--- config.mk ---
export PLATFORM = sky130hd
export DESIGN_NAME = http_byte_range_parser_unit
export DESIGN_NICKNAME = d
export VERILOG_FILES = /design/src/design/hbrp_pkg.sv /design/src/design/hbrp_parse.sv /design/src/design/hbrp_queue.sv /design/src/design/http_byte_range_parser_unit.sv
export SDC_FILE = /design/constraint.sdc
export NUM_CORES = 1
export LEC_CHECK = 0
export BUFFER_PORTS_ARGS = -buffer_cell sky130_fd_sc_hd__buf_4
export CELL_PAD_IN_SITES_DETAIL_PLACEMENT = 1
export CELL_PAD_IN_SITES_GLOBAL_PLACEMENT = 1
export CORE_ASPECT_RATIO = 0.75
export CORE_MARGIN = 2
export CORE_UTILIZATION = 53
export DETAILED_ROUTE_END_ITERATION = 10
export PLACE_DENSITY_LB_ADDON = 0.1
export SYNTH_ARGS = -nofsm -noshare
export SYNTH_HDL_FRONTEND = slang
export SYNTH_SLANG_ARGS = --single-unit
--- constraint.sdc ---
create_clock -name clk -period 11.69 [get_ports clk]
set_clock_uncertainty 0.2 [all_clocks]
set_input_delay 2.338 -clock clk [delete_from_list [all_inputs] [get_ports clk]]
set_output_delay 2.338 -clock clk [all_outputs]
set_load 0.01 [all_outputs]
--- src/design/hbrp_pkg.sv ---
// ----------------------------------------------------------------------------
// HTTP byte range parser package
// Shared widths, codes and the result record type.
// ----------------------------------------------------------------------------
package hbrp_pkg;

	localparam int unsigned POS_W          = 31;
	localparam int unsigned VAL_W          = 34;
	localparam int unsigned CNT_W          = 4;
	localparam int unsigned CHAR_W         = 8;
	localparam int unsigned KIND_W         = 2;
	localparam int unsigned MAX_DIGITS_DEF = 10;

	localparam logic [POS_W-1:0] LIMIT_RESET = {POS_W{1'b1}};

	localparam logic [KIND_W-1:0] KIND_RANGE  = 2'd0;
	localparam logic [KIND_W-1:0] KIND_ACCEPT = 2'd1;
	localparam logic [KIND_W-1:0] KIND_REJECT = 2'd2;

	localparam logic [CHAR_W-1:0] CH_ZERO  = 8'h30;
	localparam logic [CHAR_W-1:0] CH_NINE  = 8'h39;
	localparam logic [CHAR_W-1:0] CH_DASH  = 8'h2D;
	localparam logic [CHAR_W-1:0] CH_COMMA = 8'h2C;
	localparam logic [CHAR_W-1:0] CH_SPACE = 8'h20;

	typedef struct packed {
		logic [KIND_W-1:0] kind;
		logic [POS_W-1:0]  first_byte;
		logic              has_first;
		logic [POS_W-1:0]  last_byte;
		logic              has_last;
		logic              final_res;
	} result_t;

endpackage

--- src/design/hbrp_parse.sv ---
// ----------------------------------------------------------------------------
// HTTP byte range parser state and next-state logic
// Consumes one character per cycle with beat set; yields up to two result records.
// ----------------------------------------------------------------------------
module hbrp_parse import hbrp_pkg::*; #(
	parameter int unsigned MAX_DIGITS = MAX_DIGITS_DEF
) (
	input  logic              clk,
	input  logic              arst_n,
	input  logic              cfg_we,
	input  logic [POS_W-1:0]  cfg_limit,
	input  logic              beat,
	input  logic [CHAR_W-1:0] character,
	input  logic              end_marker,
	output result_t           res0,
	output result_t           res1,
	output logic [1:0]        res_cnt
);

	logic [POS_W-1:0] limit_q;
	logic [VAL_W-1:0] dv_q, dv_d;
	logic [CNT_W-1:0] dc_q, dc_d;
	logic             pv_q, pv_d;
	logic [POS_W-1:0] pf_q, pf_d;
	logic             pfv_q, pfv_d;
	logic [POS_W-1:0] pl_q, pl_d;
	logic             plv_q, plv_d;
	logic             dash_q, dash_d;
	logic             pwc_q, pwc_d;
	logic             fail_q, fail_d;
	logic [POS_W-1:0] cf_q, cf_d;
	logic             cfv_q, cfv_d;

	logic             close_ok;
	logic [POS_W-1:0] close_pl;
	logic             close_plv;
	logic             over_limit;
	logic [VAL_W-1:0] dv_next;

	assign over_limit = dv_q > {{(VAL_W-POS_W){1'b0}}, limit_q};
	assign dv_next    = {dv_q[VAL_W-4:0], 3'b000} + {dv_q[VAL_W-2:0], 1'b0}
		+ {{(VAL_W-4){1'b0}}, character[3:0]};

	always_comb begin
		close_ok  = 1'b1;
		close_pl  = pl_q;
		close_plv = plv_q;
		if (dc_q != '0) begin
			close_ok = dash_q && !over_limit
				&& !(cfv_q && (dv_q < {{(VAL_W-POS_W){1'b0}}, cf_q}));
			if (!plv_q || (dv_q > {{(VAL_W-POS_W){1'b0}}, pl_q})) begin
				close_pl  = dv_q[POS_W-1:0];
				close_plv = 1'b1;
			end
		end else if (dash_q) begin
			close_ok  = cfv_q;
			close_plv = 1'b0;
		end
	end

	function automatic result_t range_rec(input logic [POS_W-1:0] f, input logic hf,
		input logic [POS_W-1:0] l, input logic hl);
		result_t r;
		r.kind       = KIND_RANGE;
		r.first_byte = hf ? f : '0;
		r.has_first  = hf;
		r.last_byte  = hl ? l : '0;
		r.has_last   = hl;
		r.final_res  = 1'b0;
		return r;
	endfunction

	function automatic result_t status_rec(input logic [KIND_W-1:0] k);
		result_t r;
		r           = '0;
		r.kind      = k;
		r.final_res = 1'b1;
		return r;
	endfunction

	always_comb begin
		dv_d    = dv_q;
		dc_d    = dc_q;
		pv_d    = pv_q;
		pf_d    = pf_q;
		pfv_d   = pfv_q;
		pl_d    = pl_q;
		plv_d   = plv_q;
		dash_d  = dash_q;
		pwc_d   = pwc_q;
		fail_d  = fail_q;
		cf_d    = cf_q;
		cfv_d   = cfv_q;
		res0    = '0;
		res1    = '0;
		res_cnt = 2'd0;
		if (end_marker) begin
			if (!fail_q && close_ok && pv_q) begin
				res0    = range_rec(pf_q, pfv_q, close_pl, close_plv);
				res1    = status_rec(KIND_ACCEPT);
				res_cnt = 2'd2;
			end else begin
				res0    = status_rec(KIND_REJECT);
				res_cnt = 2'd1;
			end
			dv_d   = '0;
			dc_d   = '0;
			pv_d   = 1'b0;
			pf_d   = '0;
			pfv_d  = 1'b0;
			pl_d   = '0;
			plv_d  = 1'b0;
			dash_d = 1'b0;
			pwc_d  = 1'b0;
			fail_d = 1'b0;
			cf_d   = '0;
			cfv_d  = 1'b0;
		end else if (!fail_q) begin
			if (character >= CH_ZERO && character <= CH_NINE) begin
				if (dc_q >= CNT_W'(MAX_DIGITS)) begin
					fail_d = 1'b1;
				end else begin
					dv_d = dv_next;
					dc_d = dc_q + CNT_W'(1);
				end
				pwc_d = 1'b0;
			end else if (character == CH_DASH) begin
				pwc_d = 1'b0;
				if (dash_q || (pv_q && (!plv_q || !pfv_q))) begin
					fail_d = 1'b1;
				end else if ((dc_q != '0) && (over_limit
					|| (pv_q && ({{(VAL_W-POS_W){1'b0}}, pf_q} > dv_q)))) begin
					fail_d = 1'b1;
				end else if ((dc_q != '0) && pv_q
					&& ({{(VAL_W-POS_W){1'b0}}, pl_q} >= dv_q)) begin
					cf_d   = dv_q[POS_W-1:0];
					cfv_d  = 1'b1;
					dash_d = 1'b1;
					dv_d   = '0;
					dc_d   = '0;
				end else begin
					cf_d  = (dc_q != '0) ? dv_q[POS_W-1:0] : '0;
					cfv_d = dc_q != '0;
					if (pv_q) begin
						res0    = range_rec(pf_q, pfv_q, pl_q, plv_q);
						res_cnt = 2'd1;
					end
					pv_d   = 1'b1;
					pf_d   = cf_d;
					pfv_d  = cfv_d;
					pl_d   = '0;
					plv_d  = 1'b0;
					dash_d = 1'b1;
					dv_d   = '0;
					dc_d   = '0;
				end
			end else if (character == CH_COMMA) begin
				if (!close_ok) begin
					fail_d = 1'b1;
				end else begin
					pl_d   = close_pl;
					plv_d  = close_plv;
					dash_d = 1'b0;
					dv_d   = '0;
					dc_d   = '0;
				end
				pwc_d = 1'b1;
			end else if (character == CH_SPACE) begin
				if (!pwc_q) begin
					fail_d = 1'b1;
				end
				pwc_d = 1'b0;
			end else begin
				fail_d = 1'b1;
			end
		end
	end

	always_ff @(posedge clk or negedge arst_n) begin
		if (!arst_n) begin
			limit_q <= LIMIT_RESET;
		end else if (cfg_we) begin
			limit_q <= cfg_limit;
		end
	end

	always_ff @(posedge clk or negedge arst_n) begin
		if (!arst_n) begin
			dv_q   <= '0;
			dc_q   <= '0;
			pv_q   <= 1'b0;
			pf_q   <= '0;
			pfv_q  <= 1'b0;
			pl_q   <= '0;
			plv_q  <= 1'b0;
			dash_q <= 1'b0;
			pwc_q  <= 1'b0;
			fail_q <= 1'b0;
			cf_q   <= '0;
			cfv_q  <= 1'b0;
		end else if (beat) begin
			dv_q   <= dv_d;
			dc_q   <= dc_d;
			pv_q   <= pv_d;
			pf_q   <= pf_d;
			pfv_q  <= pfv_d;
			pl_q   <= pl_d;
			plv_q  <= plv_d;
			dash_q <= dash_d;
			pwc_q  <= pwc_d;
			fail_q <= fail_d;
			cf_q   <= cf_d;
			cfv_q  <= cfv_d;
		end
	end

endmodule

--- src/design/hbrp_queue.sv ---
// ----------------------------------------------------------------------------
// HTTP byte range parser result queue
// Four-entry shifting queue that takes up to two records per cycle.
// ----------------------------------------------------------------------------
module hbrp_queue import hbrp_pkg::*; (
	input  logic       clk,
	input  logic       arst_n,
	input  logic       push,
	input  logic [1:0] push_cnt,
	input  result_t    push0,
	input  result_t    push1,
	input  logic       pop,
	output logic       room,
	output logic       head_valid,
	output result_t    head
);

	localparam int unsigned DEPTH = 4;

	result_t    ent_q [DEPTH];
	result_t    ent_d [DEPTH];
	logic [2:0] cnt_q;
	logic [2:0] base;
	logic [1:0] n_in;

	assign head_valid = cnt_q != 3'd0;
	assign head       = ent_q[0];
	assign room       = cnt_q <= 3'd2;
	assign n_in       = push ? push_cnt : 2'd0;
	assign base       = cnt_q - {2'b00, pop};

	always_comb begin
		for (int i = 0; i < DEPTH; i++) begin
			ent_d[i] = (pop && (i < DEPTH - 1)) ? ent_q[(i + 1) % DEPTH] : ent_q[i];
			if ((n_in != 2'd0) && (3'(i) == base)) begin
				ent_d[i] = push0;
			end
			if ((n_in == 2'd2) && (3'(i) == base + 3'd1)) begin
				ent_d[i] = push1;
			end
		end
	end

	always_ff @(posedge clk) begin
		for (int i = 0; i < DEPTH; i++) begin
			ent_q[i] <= ent_d[i];
		end
	end

	always_ff @(posedge clk or negedge arst_n) begin
		if (!arst_n) begin
			cnt_q <= '0;
		end else begin
			cnt_q <= base + {1'b0, n_in};
		end
	end

endmodule

--- src/design/http_byte_range_parser_unit.sv ---
// ----------------------------------------------------------------------------
// HTTP byte range parser unit
// Parses the characters after "bytes=" into byte range records and a status.
// ----------------------------------------------------------------------------
// One header character enters per beat on the slave side, and a beat with
// tlast set closes the header; its character is ignored. Every beat is
// handled as it arrives, so a new character can be taken each cycle.
// Results leave through a four-entry queue: a range record has tuser zero,
// and the closing status beat carries tlast with tuser one for accepted or
// two for rejected. The slave side stalls only while that queue holds more
// than two records. On a rejected header the consumer drops the ranges it
// has already received. The user must write the position limit on the cfg
// channel only while the unit is idle; the unit does not enforce this.
module http_byte_range_parser_unit import hbrp_pkg::*; #(
	parameter int unsigned MAX_DIGITS = MAX_DIGITS_DEF
) (
	input  logic              clk,
	input  logic              arst_n,
	input  logic              cfg_valid,
	output logic              cfg_ready,
	input  logic [POS_W-1:0]  cfg_data,     // position_limit
	input  logic              s_tvalid,
	output logic              s_tready,
	input  logic [CHAR_W-1:0] s_tdata,      // character
	input  logic              s_tlast,
	output logic              m_tvalid,
	input  logic              m_tready,
	output logic [63:0]       m_tdata,      // first_byte, has_first, last_byte, has_last
	output logic [KIND_W-1:0] m_tuser,      // kind
	output logic              m_tlast
);

	logic       beat;
	logic       room;
	result_t    res0;
	result_t    res1;
	logic [1:0] res_cnt;
	result_t    head;

	assign cfg_ready = 1'b1;
	assign s_tready  = room;
	assign beat      = s_tvalid && room;

	hbrp_parse #(
		.MAX_DIGITS(MAX_DIGITS)
	) u_parse (
		.clk       (clk),
		.arst_n    (arst_n),
		.cfg_we    (cfg_valid),
		.cfg_limit (cfg_data),
		.beat      (beat),
		.character (s_tdata),
		.end_marker(s_tlast),
		.res0      (res0),
		.res1      (res1),
		.res_cnt   (res_cnt)
	);

	hbrp_queue u_queue (
		.clk       (clk),
		.arst_n    (arst_n),
		.push      (beat),
		.push_cnt  (res_cnt),
		.push0     (res0),
		.push1     (res1),
		.pop       (m_tvalid && m_tready),
		.room      (room),
		.head_valid(m_tvalid),
		.head      (head)
	);

	assign m_tdata = {head.has_last, head.last_byte, head.has_first, head.first_byte};
	assign m_tuser = head.kind;
	assign m_tlast = head.final_res;

endmodule

==> results of run 1 <==
## cell families after synthesis
logic type	share of synthesized area
mux	0.1057
xor+xnor	0.009106
simple gates	0.1115
fa+ha+maj	0.1024
buf+inv	0.05463
other cells	0.0001559
compound gates	0.2095
flops	0.4070
## where the power goes
| part | switching [mW] | internal [mW] |
|---|---|---|
| clock | 0.632 | 0.861 |
| combinational | 0.719 | 0.633 |
| sequential | 0.194 | 1.85 |
## Yosys cell counts, types with 8 or more instances
cell type  count
nor2_1       271
dfxtp_1      260
mux2_2       215
a211oi_1     197
ha_1         192
inv_1        155
dfrtp_1      141
nand2_1      118
clkbuf_1     112
o21ai_0      101
a21oi_1       72
a22o_1        60
o2bb2ai_1     57
nor3_1        54
nand3_1       46
buf_2         45
o211ai_1      36
dfstp_2       31
a21o_1        30
nand4_1       22
a221oi_1      19
a222oi_1      14
nor2b_1       14
xnor2_1       14
a311oi_1      12
o21a_1        12
and3_1        11
buf_1         11
or3_1         11
xor2_1        11
and2_1        10
o31ai_1       10
a211o_1        9
a31oi_1        8
edfxtp_1       8
mux2_1         8
## routing by layer
metal,vias to the layer above,GRT usage,share of wire
li1,9240,-,-
met1,10360,0.4459,0.44
met2,608,0.5351,0.46
met3,142,0.07542,0.072
met4,0,0.1055,0.031
met5,-,0,0
## per-stage QoR
step / std cells / hold WS (ns)
after floorplan: 2498 / 0.2269
after global placement: 3061 / 0.2395
after detailed placement: 3061 / 0.2454
after CTS: 3146 / 0.2602
after global routing: 3146 / 0.2797
final: 3146 / 0.2647
## cell type report
| cell class | count | area, um^2 |
|---|---|---|
| clock inverters | 8 | 91.34 |
| clock buffers | 77 | 1438 |
| flip-flops and latches | 440 | 9788 |
| repair buffers | 150 | 1130 |
| inverters | 155 | 581.8 |
| multi-input cells | 1730 | 13070 |
| fillers | 4962 | 17930 |
| well taps | 586 | 733.2 |
## final timing paths
check / end / depth (start not counted) / slack [ns]
worst max-delay path: u_queue.ent_q[3][14] / 10 / 5.09
worst max register to register: u_queue.ent_q[3][14] / 10 / 5.80
min in group asynchronous: u_parse.pf_q[16] / 1 / 1.52
worst min-delay path: u_queue.ent_q[3][61] / 1 / 0.26
max in group asynchronous: u_parse.dv_q[19] / 2 / 8.43
worst min register to register: u_queue.ent_q[3][61] / 1 / 0.26
## sequential cells by signal, summed over array words and instances (netlist names), 3 cells and up
name / count
u_parse.cf_q: 31
u_parse.limit_q: 31
u_queue.ent_q: 268
u_queue.cnt_q: 3
u_parse.dv_q: 34
u_parse.pl_q: 31
u_parse.pf_q: 31
u_parse.dc_q: 4
==> metrics.md, run 1 <==
| Metric | Value |
|---|---|
| Die Wd | `250.0 um` |
| Source of the worst register-to-register timing path | `u_parse.dv_q[15]` |
| Transition time at the pin with the least slew margin | `1.283 ns` |
| Post-synth top area cell | `dfxtp_1` |
| Post-layout nets | `2,763` |
| Total via count after detailed routing | `20,350` |
| Layout cells sized above 1 | `0.1945` |
| Detailed-route DRC error count | `0` |
| Leading cell type in the layout, fill and taps excluded | `nor2_1` |
| Initial core utilization | `0.5372` |
| Share of synthesized flip-flops with an asynchronous set or reset | `0.3909` |
| Hold WC Path Type | `register to register` |
| Placed inst area | `0.02530 mm^2` |
| Power after layout | `4.892 mW` |
| Yosys warning total | `0` |
| Max VDD drop | `0.1343 mV` |
| Yosys cell types | `81` |
| Clock Root Buffer | `clkbuf_16` |
| Setup repair after global routing missed its margin | `false` |
| Count of final setup violators | `0` |
| Critical hold path startpoint | `u_queue.ent_q[3][61]` |
| Boundary pin count | `115` |
| Number of H-tree levels | `2` |
| First-pass GRT wire length | `123,400 um` |
| Clock tree from TritonCTS | `built` |
| Synth top area cells | `dfxtp_1, dfrtp_1, mux2_2` |
| # port buffers | `113` |
| Buffer depth of the longest clock path | `3` |
| Slowest cell on the critical path | `o31ai_2` |
| CP Launch Type | `primary input` |
| Max-cap violation count | `0` |
| Number of setup buffers added after CTS | `0` |
| Number of antenna violations at the first check in global routing | `0` |
| CP bufs+invs | `2` |
| Number of buffers created by CTS | `46` |
| Overall routed net length | `78,970 um` |
| Number of cell rows | `67` |
| Detailed placer's ending HPWL | `53,040 um` |
| # diodes | `0` |
| Final Util | `0.5994` |
| Critical Path Start | `s_tdata[7]` |
| Clock period minus final worst setup slack | `6.600 ns` |
| Area overhead of the layout relative to synthesis | `11.58%` |
| Finished layout cell area | `0.02683 mm^2` |
| Class of the most critical setup path | `primary input to register` |
| Endpoint type of the worst setup path | `register` |
| Number of synthesized register bits | `440` |
| Starting DRC count in detailed routing | `1,567` |
| Power Density | `182.3 mW/mm^2` |
| Vias per cell | `6.468` |
| Crit path largest cell delay | `1.16 ns` |
| Post-CTS clock slew at the launch and capture registers of the worst setup and hold paths | `0.06 ns` |
| Per-instance average area after synthesis | `9.626 um^2` |
| Critical Path RT | `11.98 ns` |
| Critical Path, Cell by Cell | `buf_4 -> nor3b_1 -> nor3b_1 -> nand4_1 -> nor2b_1 -> o211ai_2 -> o31ai_2 -> nand2b_2 -> buf_4 -> o2bb2ai_1` |
| Post-synthesis instance total | `2,498` |
| Final antenna-violating net count | `0` |
| Fraction of post-synthesis cell area in the top cell type by area | `0.2165` |
| Worst max-slew margin expressed relative to the limit | `0.1394` |
| Static leakage power | `11.44 nW` |
| Detailed-routing iteration count for the pre-antenna-repair pass | `7` |
| DIE HEIGHT | `188.5 um` |
| Post-route clock period utilization | `0.5646` |
| Highest attainable clock frequency | `151.5 MHz` |
| Final max-slew violation count | `0` |
| Core region area | `0.04477 mm^2` |
| RePlAce Congestion | `0.9789` |
| Number of instances resized during post-cts repair | `0` |
| Post-Syn Nets | `2,738` |
| GRT Residual Overflow | `0` |
| Number of global-route vias before repair | `21,130` |
| Mapped cell area | `0.02405 mm^2` |
| Final hold vios | `0` |
| Data arrival time at the worst-slack endpoint | `6.89 ns` |
| Total routing resource utilization after global routing | `0.3326` |
| Number of hold buffers added after cts | `0` |
| Total Negative Setup Slacks | `0 ns` |
| Largest net degree at the start of global routing | `95` |
| Most frequently used flop master after synthesis | `dfxtp_1` |
| Worst skew pair latency | `0.57 ns` |
| Worst-case setup margin in the final layout | `5.090 ns` |
| Final routed wire length divided by cell count | `25.10 um` |
| Crit Path Max Fanout | `33` |
| Floorplan die area | `0.04711 mm^2` |
| Most used cells in the layout excluding fill and tap cells | `nor2_1, dfxtp_1, mux2_2` |
| Post-synth EDFFs | `8` |
| Clock Sink Count | `440` |
| Status | `finished, final reports clean` |
| Delay-heaviest family, CP | `simple AND/OR/NAND/NOR gates` |
| Setup slack after placement | `4.699 ns` |
| Sequential element share of the synthesized area | `0.4070` |
Power figures use the tool's default switching activity.
==> inputs of run 2 (changes only) <==
--- a/config.mk
+++ b/config.mk
@@ -5,12 +5,13 @@
 export SDC_FILE = /design/constraint.sdc
 export NUM_CORES = 1
 export LEC_CHECK = 0
+export ABC_AREA = 1
 export BUFFER_PORTS_ARGS = -buffer_cell sky130_fd_sc_hd__buf_4
 export CELL_PAD_IN_SITES_DETAIL_PLACEMENT = 1
 export CELL_PAD_IN_SITES_GLOBAL_PLACEMENT = 1
 export CORE_ASPECT_RATIO = 0.75
 export CORE_MARGIN = 2
-export CORE_UTILIZATION = 53
+export CORE_UTILIZATION = 46
 export DETAILED_ROUTE_END_ITERATION = 10
 export PLACE_DENSITY_LB_ADDON = 0.1
 export SYNTH_ARGS = -nofsm -noshare
==> constraint.sdc (replaced) <==
create_clock -name clk -period 6.77 [get_ports clk]
set_clock_uncertainty 0.2 [all_clocks]
set_input_delay 1.354 -clock clk [delete_from_list [all_inputs] [get_ports clk]]
set_output_delay 1.354 -clock clk [all_outputs]
set_load 0.01 [all_outputs]
==> metrics.md, run 2 <==
| Metric | Value |
|---|---|
| Status | `finished, final reports clean (unchanged)` |
| Cell with the most instances after synthesis | `nand2_1 (was nor2_1)` |
| Basic-gate share of the synthesized area counting and, or, nand and nor cells | `0.3197 (was 0.1115)` |
| Met1 Track Usage GR | `0.3801 (was 0.4459)` |
| Clock Root Buffer | `clkbuf_16 (unchanged)` |
| Per-instance average area after synthesis | `6.984 um^2 (was 9.626 um^2)` |
| FILL cells | `6,851 (was 4,962)` |
| Power Density | `468.8 mW/mm^2 (was 182.3 mW/mm^2)` |
| Core region area | `0.05325 mm^2 (was 0.04477 mm^2)` |
| Number of synthesized register bits | `440 (unchanged)` |
| Number of cell rows | `73 (was 67)` |
| Number of H-tree levels | `2 (unchanged)` |
| Post-route clock period utilization | `0.7525` |
| R2r setup slk | `1.68 ns (was 5.80 ns)` |
| Yosys warning total | `0 (unchanged)` |
| Number of setup buffers added after CTS | `0 (unchanged)` |
| Number of instances resized during post-cts repair | `0 (unchanged)` |
| Area overhead of the layout relative to synthesis | `11.47% (was 11.58%)` |
| Crit path largest cell delay | `0.80 ns (was 1.16 ns)` |
| Post-Synth XOR/XNOR Area | `0.01091 (was 0.009106)` |
| Detailed-routing iteration count for the pre-antenna-repair pass | `5 (was 7)` |
| Worst max-slew margin expressed relative to the limit | `0.1324 (was 0.1394)` |
| Largest register FFs | `268 (unchanged)` |
| Worst skew pair latency | `0.60 ns (was 0.57 ns)` |
| Critical hold path startpoint | `u_queue.ent_q[3][43] (was u_queue.ent_q[3][61])` |
| # diodes | `0 (unchanged)` |
| Die Wd | `272.6 um (was 250.0 um)` |
| CP bufs+invs | `2 (unchanged)` |
| Most common library cells after synthesis | `nand2_1, dfxtp_1, inv_1 (was nor2_1, dfxtp_1, mux2_2)` |
| Static leakage power | `13.98 nW (was 11.44 nW)` |
| Data arrival time at the worst-slack endpoint | `5.44 ns (was 6.89 ns)` |
| Starting DRC count in detailed routing | `1,331 (was 1,567)` |
| Synthesized-area fraction occupied by adder cells | `0.09892 (was 0.1024)` |
| Post-layout nets | `3,823 (was 2,763)` |
| Number of antenna violations at the first check in global routing | `0 (unchanged)` |
| Worst flop-to-flop path endpoint | `u_queue.ent_q[2][53] (was u_queue.ent_q[3][14])` |
| Cell occurring most often along the worst timing path | `nand2_1` |
| Most frequently used flop master after synthesis | `dfxtp_1 (unchanged)` |
| Critical Path RT | `7.11 ns (was 11.98 ns)` |
| # port buffers | `113 (unchanged)` |
| Share of synthesized area spent on multiplexers | `0.0004524 (was 0.1057)` |
| Hold WC Path Type | `register to register (unchanged)` |
| Transition time at the pin with the least slew margin | `1.297 ns (was 1.283 ns)` |
| Count of placed standard cells including taps | `4,246 (was 3,061)` |
| Class of the most critical setup path | `register to register (was primary input to register)` |
| Critical Path, Cell by Cell | `inv_1 -> ha_1 -> nand2_1 -> nor2_1 -> nand2_1 -> nor2_1 -> nand3_1 -> nand2_1 -> nor2_1 -> nand2_1 -> nand2_1 -> nand2_1 -> nand2_1 -> nand3_1 -> nand2_1 -> nand3_2 -> nand2_1 -> nor2_4 -> buf_12 -> nand2_1 -> nand2_1 (was buf_4 -> nor3b_1 -> nor3b_1 -> nand4_1 -> nor2b_1 -> o211ai_2 -> o31ai_2 -> nand2b_2 -> buf_4 -> o2bb2ai_1)` |
| Crit Path Max Fanout | `35 (was 33)` |
| Delay-heaviest family, CP | `simple AND/OR/NAND/NOR gates (unchanged)` |
| Clock tree from TritonCTS | `built (unchanged)` |
| Sequential element share of the synthesized area | `0.3932 (was 0.4070)` |
| Vias per cell | `5.483 (was 6.468)` |
| Synthesized-area fraction occupied by ao, oa, aoi and oai cells | `0.1032 (was 0.2095)` |
| Post-synthesis instance total | `3,564 (was 2,498)` |
| Slowest cell on the critical path | `dfrtp_1 (was o31ai_2)` |
| Buffer depth of the longest clock path | `3 (unchanged)` |
| Main combinational cell family by area after synthesis | `simple AND/OR/NAND/NOR gates (was compound AO/OA/AOI/OAI gates)` |
| Layer carrying the most global-route usage | `met2 (unchanged)` |
| Number of buffers created by CTS | `47 (was 46)` |
| Total routing resource utilization after global routing | `0.3042 (was 0.3326)` |
| Fraction of post-synthesis cell area in the top cell type by area | `0.2348 (was 0.2165)` |
| Mapped cell area | `0.02489 mm^2 (was 0.02405 mm^2)` |
| Initial core utilization | `0.4674 (was 0.5372)` |
| Number of hold buffers added after cts | `0 (unchanged)` |
| Floorplan die area | `0.05601 mm^2 (was 0.04711 mm^2)` |
| Total via count after detailed routing | `23,750 (was 20,350)` |
| Source of the worst register-to-register timing path | `u_parse.dv_q[15] (unchanged)` |
| Final hold vios | `0 (unchanged)` |
| Post-synth EDFFs | `8 (unchanged)` |
| WHS Path Cells | `2 (was 1)` |
| Post-synth top area cell | `nand2_1 (was dfxtp_1)` |
| Highest attainable clock frequency | `196.3 MHz` |
| Total Negative Setup Slacks | `0 ns (unchanged)` |
| Cell Count, Final, Fillers Out | `4,332 (was 3,146)` |
| Reg with most FFs | `u_queue.ent_q (unchanged)` |
| Post-CTS clock slew at the launch and capture registers of the worst setup and hold paths | `0.06 ns (about the same)` |
| Largest net degree at the start of global routing | `99 (was 95)` |
| Detailed placer's ending HPWL | `60,980 um (was 53,040 um)` |
| Detailed-route DRC error count | `0 (unchanged)` |
| Overall routed net length | `83,790 um (was 78,970 um)` |
| Final routed wire length divided by cell count | `19.34 um (was 25.10 um)` |
| Yosys cell types | `49 (was 81)` |
| Most used cells in the layout excluding fill and tap cells | `nand2_1, dfxtp_1, inv_1 (was nor2_1, dfxtp_1, mux2_2)` |
| Boundary pin count | `115 (unchanged)` |
| DIE HEIGHT | `205.5 um (was 188.5 um)` |
| GRT Residual Overflow | `0 (unchanged)` |
| First-pass GRT wire length | `134,800 um (was 123,400 um)` |
| Met2 usage | `0.5347 (was 0.5351)` |
| Number of global-route vias before repair | `24,940 (was 21,130)` |
| Max VDD drop | `0.2657 mV (was 0.1343 mV)` |
| Sequential cell area | `0.009788 mm^2 (unchanged)` |
| Leading cell type in the layout, fill and taps excluded | `nand2_1 (was nor2_1)` |
| Hold endpoint | `u_queue.ent_q[3][43] (was u_queue.ent_q[3][61])` |
| Clock period minus final worst setup slack | `5.094 ns` |
| Post-Syn Nets | `3,804 (was 2,738)` |
| Synth top area cells | `nand2_1, dfxtp_1, dfrtp_1 (was dfxtp_1, dfrtp_1, mux2_2)` |
| Share of synthesized flip-flops with an asynchronous set or reset | `0.3909 (unchanged)` |
| Final antenna-violating net count | `0 (unchanged)` |
| Final max-slew violation count | `0 (unchanged)` |
| Met3 Resource Use GR | `0.05041 (was 0.07542)` |
| Layout cells sized above 1 | `0.07762 (was 0.1945)` |
| CP Launch Type | `register (was primary input)` |
| Worst Reg-to-Reg Cells | `21 (was 10)` |
| Setup repair after global routing missed its margin | `false (unchanged)` |
| Endpoint type of the worst setup path | `register (unchanged)` |
| Area of combinational cells with multiple inputs | `0.01331 mm^2 (was 0.01307 mm^2)` |
| Max-cap violation count | `0 (unchanged)` |
| RePlAce Congestion | `0.9159 (was 0.9789)` |
| Largest registers in the final layout | `u_queue.ent_q x268, u_parse.dv_q x34 (unchanged)` |
| Count of final setup violators | `0 (unchanged)` |
| Clock Sink Count | `440 (unchanged)` |
| Post-route worst hold slack | `0.2462 ns (was 0.2647 ns)` |
-- run 2: cell families after synthesis --
family,count (synthesis)
AOI/OAI and AO/OA,467
other,1
DFF,440
buffers and inverters,425
xor gates and xnor gates,31
adders and majority gates,195
and+or+nand+nor,2004
muxes,1
-- run 2: worst min-delay path, cell delays in order (launching register included) --
cell     delay (ns)
dfxtp_1        0.31
nand2_1        0.06
nand2_1        0.04
-- run 2: layout make-up --
class                           instances  area share
Tap cell                              712     0.03211
Clock inverter                         16     0.01100
Clock buffer                           70     0.05060
Timing Repair Buffer                  138     0.03883
Sequential cell                       440      0.3528
Multi-Input combinational cell       2699      0.4798
Inverter                              257     0.03486
-- run 2: report_power, final --
| group | switching, mW | internal [mW] |
|---|---|---|
| clock | 1.15 | 1.74 |
| sequential | 0.869 | 3.36 |
| combinational | 3.91 | 1.97 |
-- run 2: per-layer routing --
layer  up-vias  wire length, um
met5         -                0
met4         0             2598
met3       172             4034
met2       448            40810
met1     11670            36350
li1      11470                -
-- run 2: how the worst max path moves through the flow --
| stage | from | endpoint | slack, ns | cells after the start |
|---|---|---|---|---|
| final | u_parse.dv_q[15] | u_queue.ent_q[2][53] | 1.68 | 21 |
| after global routing | u_parse.dv_q[17] | u_queue.ent_q[2][50] | 1.16 | 21 |
| after CTS | u_parse.dv_q[15] | u_queue.ent_q[2][55] | 1.73 | 21 |
| after global placement | s_tdata[3] | u_parse.dv_q[27] | 1.79 | 12 |
| after floorplan | m_tready | u_queue.ent_q[2][0] | 2.55 | 14 |
| after detailed placement | s_tdata[3] | u_parse.dv_q[27] | 1.70 | 12 |
-- run 2: stage by stage --
| stage | power, mW | setup slack [ns] | util | instance area, um^2 |
|---|---|---|---|---|
| 2_1_floorplan | 7.938 | 2.555 | - | 24890 |
| 5_1_grt | 14.04 | 1.162 | 0.5211 | 27750 |
| 3_5_place_dp | 10.02 | 1.701 | 0.4890 | 26040 |
| 4_1_cts | 13.00 | 1.731 | 0.5211 | 27750 |
| 3_3_place_gp | 9.692 | 1.787 | 0.4890 | 26040 |
| 6_report | 13.01 | 1.676 | 0.5211 | 27750 |
==> inputs of run 3 (changes only) <==
--- a/config.mk
+++ b/config.mk
@@ -5,13 +5,13 @@
 export SDC_FILE = /design/constraint.sdc
 export NUM_CORES = 1
 export LEC_CHECK = 0
-export ABC_AREA = 1
+export ABC_AREA = 0
 export BUFFER_PORTS_ARGS = -buffer_cell sky130_fd_sc_hd__buf_4
 export CELL_PAD_IN_SITES_DETAIL_PLACEMENT = 1
 export CELL_PAD_IN_SITES_GLOBAL_PLACEMENT = 1
 export CORE_ASPECT_RATIO = 0.75
 export CORE_MARGIN = 2
-export CORE_UTILIZATION = 46
+export CORE_UTILIZATION = 49
 export DETAILED_ROUTE_END_ITERATION = 10
 export PLACE_DENSITY_LB_ADDON = 0.1
 export SYNTH_ARGS = -nofsm -noshare
==> constraint.sdc (replaced) <==
create_clock -name clk -period 4.9 [get_ports clk]
set_clock_uncertainty 0.2 [all_clocks]
set_input_delay 0.98 -clock clk [delete_from_list [all_inputs] [get_ports clk]]
set_output_delay 0.98 -clock clk [all_outputs]
set_load 0.01 [all_outputs]
==> metrics.md, run 3 (synthesized netlist as in run 1, its figures left out) <==
| Metric | Value |
|---|---|
| Clock Root Buffer | `clkbuf_16 (unchanged)` |
| Overall routed net length | `82,660 um (was 83,790 um)` |
| Transition time at the pin with the least slew margin | `1.252 ns (was 1.297 ns)` |
| Max-cap violation count | `0 (unchanged)` |
| Number of setup buffers added after CTS | `0 (unchanged)` |
| Detailed route wirelength on metal2 | `37,820 um (was 40,810 um)` |
| Clock tree from TritonCTS | `built (unchanged)` |
| Highest attainable clock frequency | `208.8 MHz (was 196.3 MHz)` |
| Worst skew pair latency | `0.60 ns (about the same)` |
| CP Launch Type | `register (unchanged)` |
| GRT Residual Overflow | `0 (unchanged)` |
| # diodes | `0 (unchanged)` |
| Clock period minus final worst setup slack | `4.789 ns (was 5.094 ns)` |
| Number of global-route vias before repair | `21,670 (was 24,940)` |
| Number of antenna violations at the first check in global routing | `0 (unchanged)` |
| # port buffers | `113 (unchanged)` |
| Static leakage power | `11.92 nW (was 13.98 nW)` |
| Detailed-routing iteration count for the pre-antenna-repair pass | `6 (was 5)` |
| Buffer depth of the longest clock path | `3 (unchanged)` |
| Detailed placer's ending HPWL | `59,010 um (was 60,980 um)` |
| Hold WC Path Type | `register to register (unchanged)` |
| Data arrival time at the worst-slack endpoint | `5.01 ns (was 5.44 ns)` |
| DIE HEIGHT | `195.9 um (was 205.5 um)` |
| Floorplan die area | `0.05088 mm^2 (was 0.05601 mm^2)` |
| Total via count after detailed routing | `20,690 (was 23,750)` |
| Status | `finished, final reports clean (unchanged)` |
| Power Density | `418.2 mW/mm^2 (was 468.8 mW/mm^2)` |
| Most used cells in the layout excluding fill and tap cells | `nor2_1, dfxtp_1, mux2_2 (was nand2_1, dfxtp_1, inv_1)` |
| Max VDD drop | `0.2632 mV (was 0.2657 mV)` |
| Post-layout nets | `2,847 (was 3,823)` |
| Boundary pin count | `115 (unchanged)` |
| Crit Path Max Fanout | `22 (was 35)` |
| Final routed wire length divided by cell count | `25.11 um (was 19.34 um)` |
| Largest net degree at the start of global routing | `92 (was 99)` |
| CP bufs+invs | `3 (was 2)` |
| Worst max-slew margin expressed relative to the limit | `0.1652 (was 0.1324)` |
| Largest register FFs | `268 (unchanged)` |
| Slowest cell on the critical path | `a222oi_1 (was dfrtp_1)` |
| Met3 wire length | `4896 um (was 4034 um)` |
| RePlAce Congestion | `0.9911 (was 0.9159)` |
| Post-route clock period utilization | `0.9774 (was 0.7525)` |
| Total Negative Setup Slacks | `0 ns (unchanged)` |
| First-pass GRT wire length | `128,500 um (was 134,800 um)` |
| Starting DRC count in detailed routing | `1,665 (was 1,331)` |
| Count of final setup violators | `0 (unchanged)` |
| Delay-heaviest family, CP | `compound AO/OA/AOI/OAI gates (was simple AND/OR/NAND/NOR gates)` |
| Initial core utilization | `0.4947 (was 0.4674)` |
| Uppermost signal routing layer after detailed routing | `met4 (unchanged)` |
| Endpoint type of the worst setup path | `register (unchanged)` |
| Core region area | `0.04861 mm^2 (was 0.05325 mm^2)` |
| Class of the most critical setup path | `register to register (unchanged)` |
| Number of H-tree levels | `2 (unchanged)` |
| Critical Path RT | `5.12 ns (was 7.11 ns)` |
| Final antenna-violating net count | `0 (unchanged)` |
| Number of cell rows | `70 (was 73)` |
| Final hold vios | `0 (unchanged)` |
| Area overhead of the layout relative to synthesis | `15.51% (was 11.47%)` |
| Number of instances resized during post-cts repair | `0 (unchanged)` |
| Final max-slew violation count | `0 (unchanged)` |
| Detailed-route DRC error count | `0 (unchanged)` |
| Post-route worst hold slack | `0.2615 ns (was 0.2462 ns)` |
| Number of hold buffers added after cts | `0 (unchanged)` |
| Total routing resource utilization after global routing | `0.3255 (was 0.3042)` |
| Number of buffers created by CTS | `46 (was 47)` |
| Met1 routed wirelength after detailed routing | `37,480 um (was 36,350 um)` |
| Post-CTS clock slew at the launch and capture registers of the worst setup and hold paths | `0.06 ns (about the same)` |
| Leading cell type in the layout, fill and taps excluded | `nor2_1 (was nand2_1)` |
| Vias per cell | `6.286 (was 5.483)` |
| Clock Sink Count | `440 (unchanged)` |
| Crit path largest cell delay | `1.07 ns (was 0.80 ns)` |
| Setup repair after global routing missed its margin | `false (unchanged)` |
| Critical Path, Cell by Cell | `buf_4 -> ha_1 -> a21oi_1 -> o21ai_0 -> a211oi_1 -> o211ai_1 -> a211o_1 -> nand2_1 -> nor4_4 -> buf_4 -> buf_12 -> a222oi_1 -> a211oi_1 (was inv_1 -> ha_1 -> nand2_1 -> nor2_1 -> nand2_1 -> nor2_1 -> nand3_1 -> nand2_1 -> nor2_1 -> nand2_1 -> nand2_1 -> nand2_1 -> nand2_1 -> nand3_1 -> nand2_1 -> nand3_2 -> nand2_1 -> nor2_4 -> buf_12 -> nand2_1 -> nand2_1)` |
| Die Wd | `259.8 um (was 272.6 um)` |
| Layout cells sized above 1 | `0.2201 (was 0.07762)` |
| Largest registers in the final layout | `u_queue.ent_q x268, u_parse.dv_q x34 (unchanged)` |
| Reg with most FFs | `u_queue.ent_q (unchanged)` |
run 3: path summary, 6_finish.rpt:
check / start / to / slack [ns] / cells after the start
setup / recovery: u_parse.dv_q[29] / u_queue.ent_q[2][17] / 0.11 / 13
hold / removal: u_queue.ent_q[3][38] / u_queue.ent_q[3][38] / 0.26 / 1
setup reg to reg: u_parse.dv_q[29] / u_queue.ent_q[2][17] / 0.11 / 13
hold reg to reg: u_queue.ent_q[3][38] / u_queue.ent_q[3][38] / 0.26 / 1
max in group asynchronous: arst_n / u_parse.limit_q[24] / 3.21 / 2
min in group asynchronous: arst_n / u_parse.pf_q[15] / 0.27 / 1
run 3: where the power goes:
| part | internal, mW | switching, mW |
|---|---|---|
| logic | 1.60 | 1.71 |
| registers | 4.42 | 0.440 |
| clock network | 1.92 | 1.53 |
| total | 7.93 | 3.68 |
run 3: final cells by class:
type	instances	area (um^2)
fill	5411	20830
multi-input combinational	1730	13050
sequential	440	9788
timing repair buffer	234	2086
clock buffer	70	1353
tap	648	810.8
inverter	155	581.8
clock inverter	15	105.1
run 3: routing by layer:
layer,GRT usage,vias up
li1,-,9409
met1,0.4501,10580
met2,0.5227,568
met3,0.05181,138
met4,0.1007,0
met5,0,-
run 3: worst reg2reg max path: stages, from the launching register on:
cell      delay [ns]
dfrtp_1         0.63
buf_4           0.25
ha_1            0.27
a21oi_1         0.15
o21ai_0         0.11
a211oi_1        0.46
o211ai_1        0.22
a211o_1         0.36
nand2_1         0.27
nor4_4          0.08
buf_4           0.18
buf_12          0.16
a222oi_1        1.08
a211oi_1        0.22
run 3: through the flow:
step	cells	utilization	instance area [um^2]	total power, mW	setup WS (ns)
after floorplan	2498	-	24050	6.972	0.6668
after global placement	3207	0.5414	26320	8.011	0.4095
after detailed placement	3207	0.5414	26320	8.212	0.2111
after CTS	3292	0.5714	27780	11.69	0.2875
after global routing	3292	0.5714	27780	12.22	0.04019
final	3292	0.5714	27780	11.61	0.1106
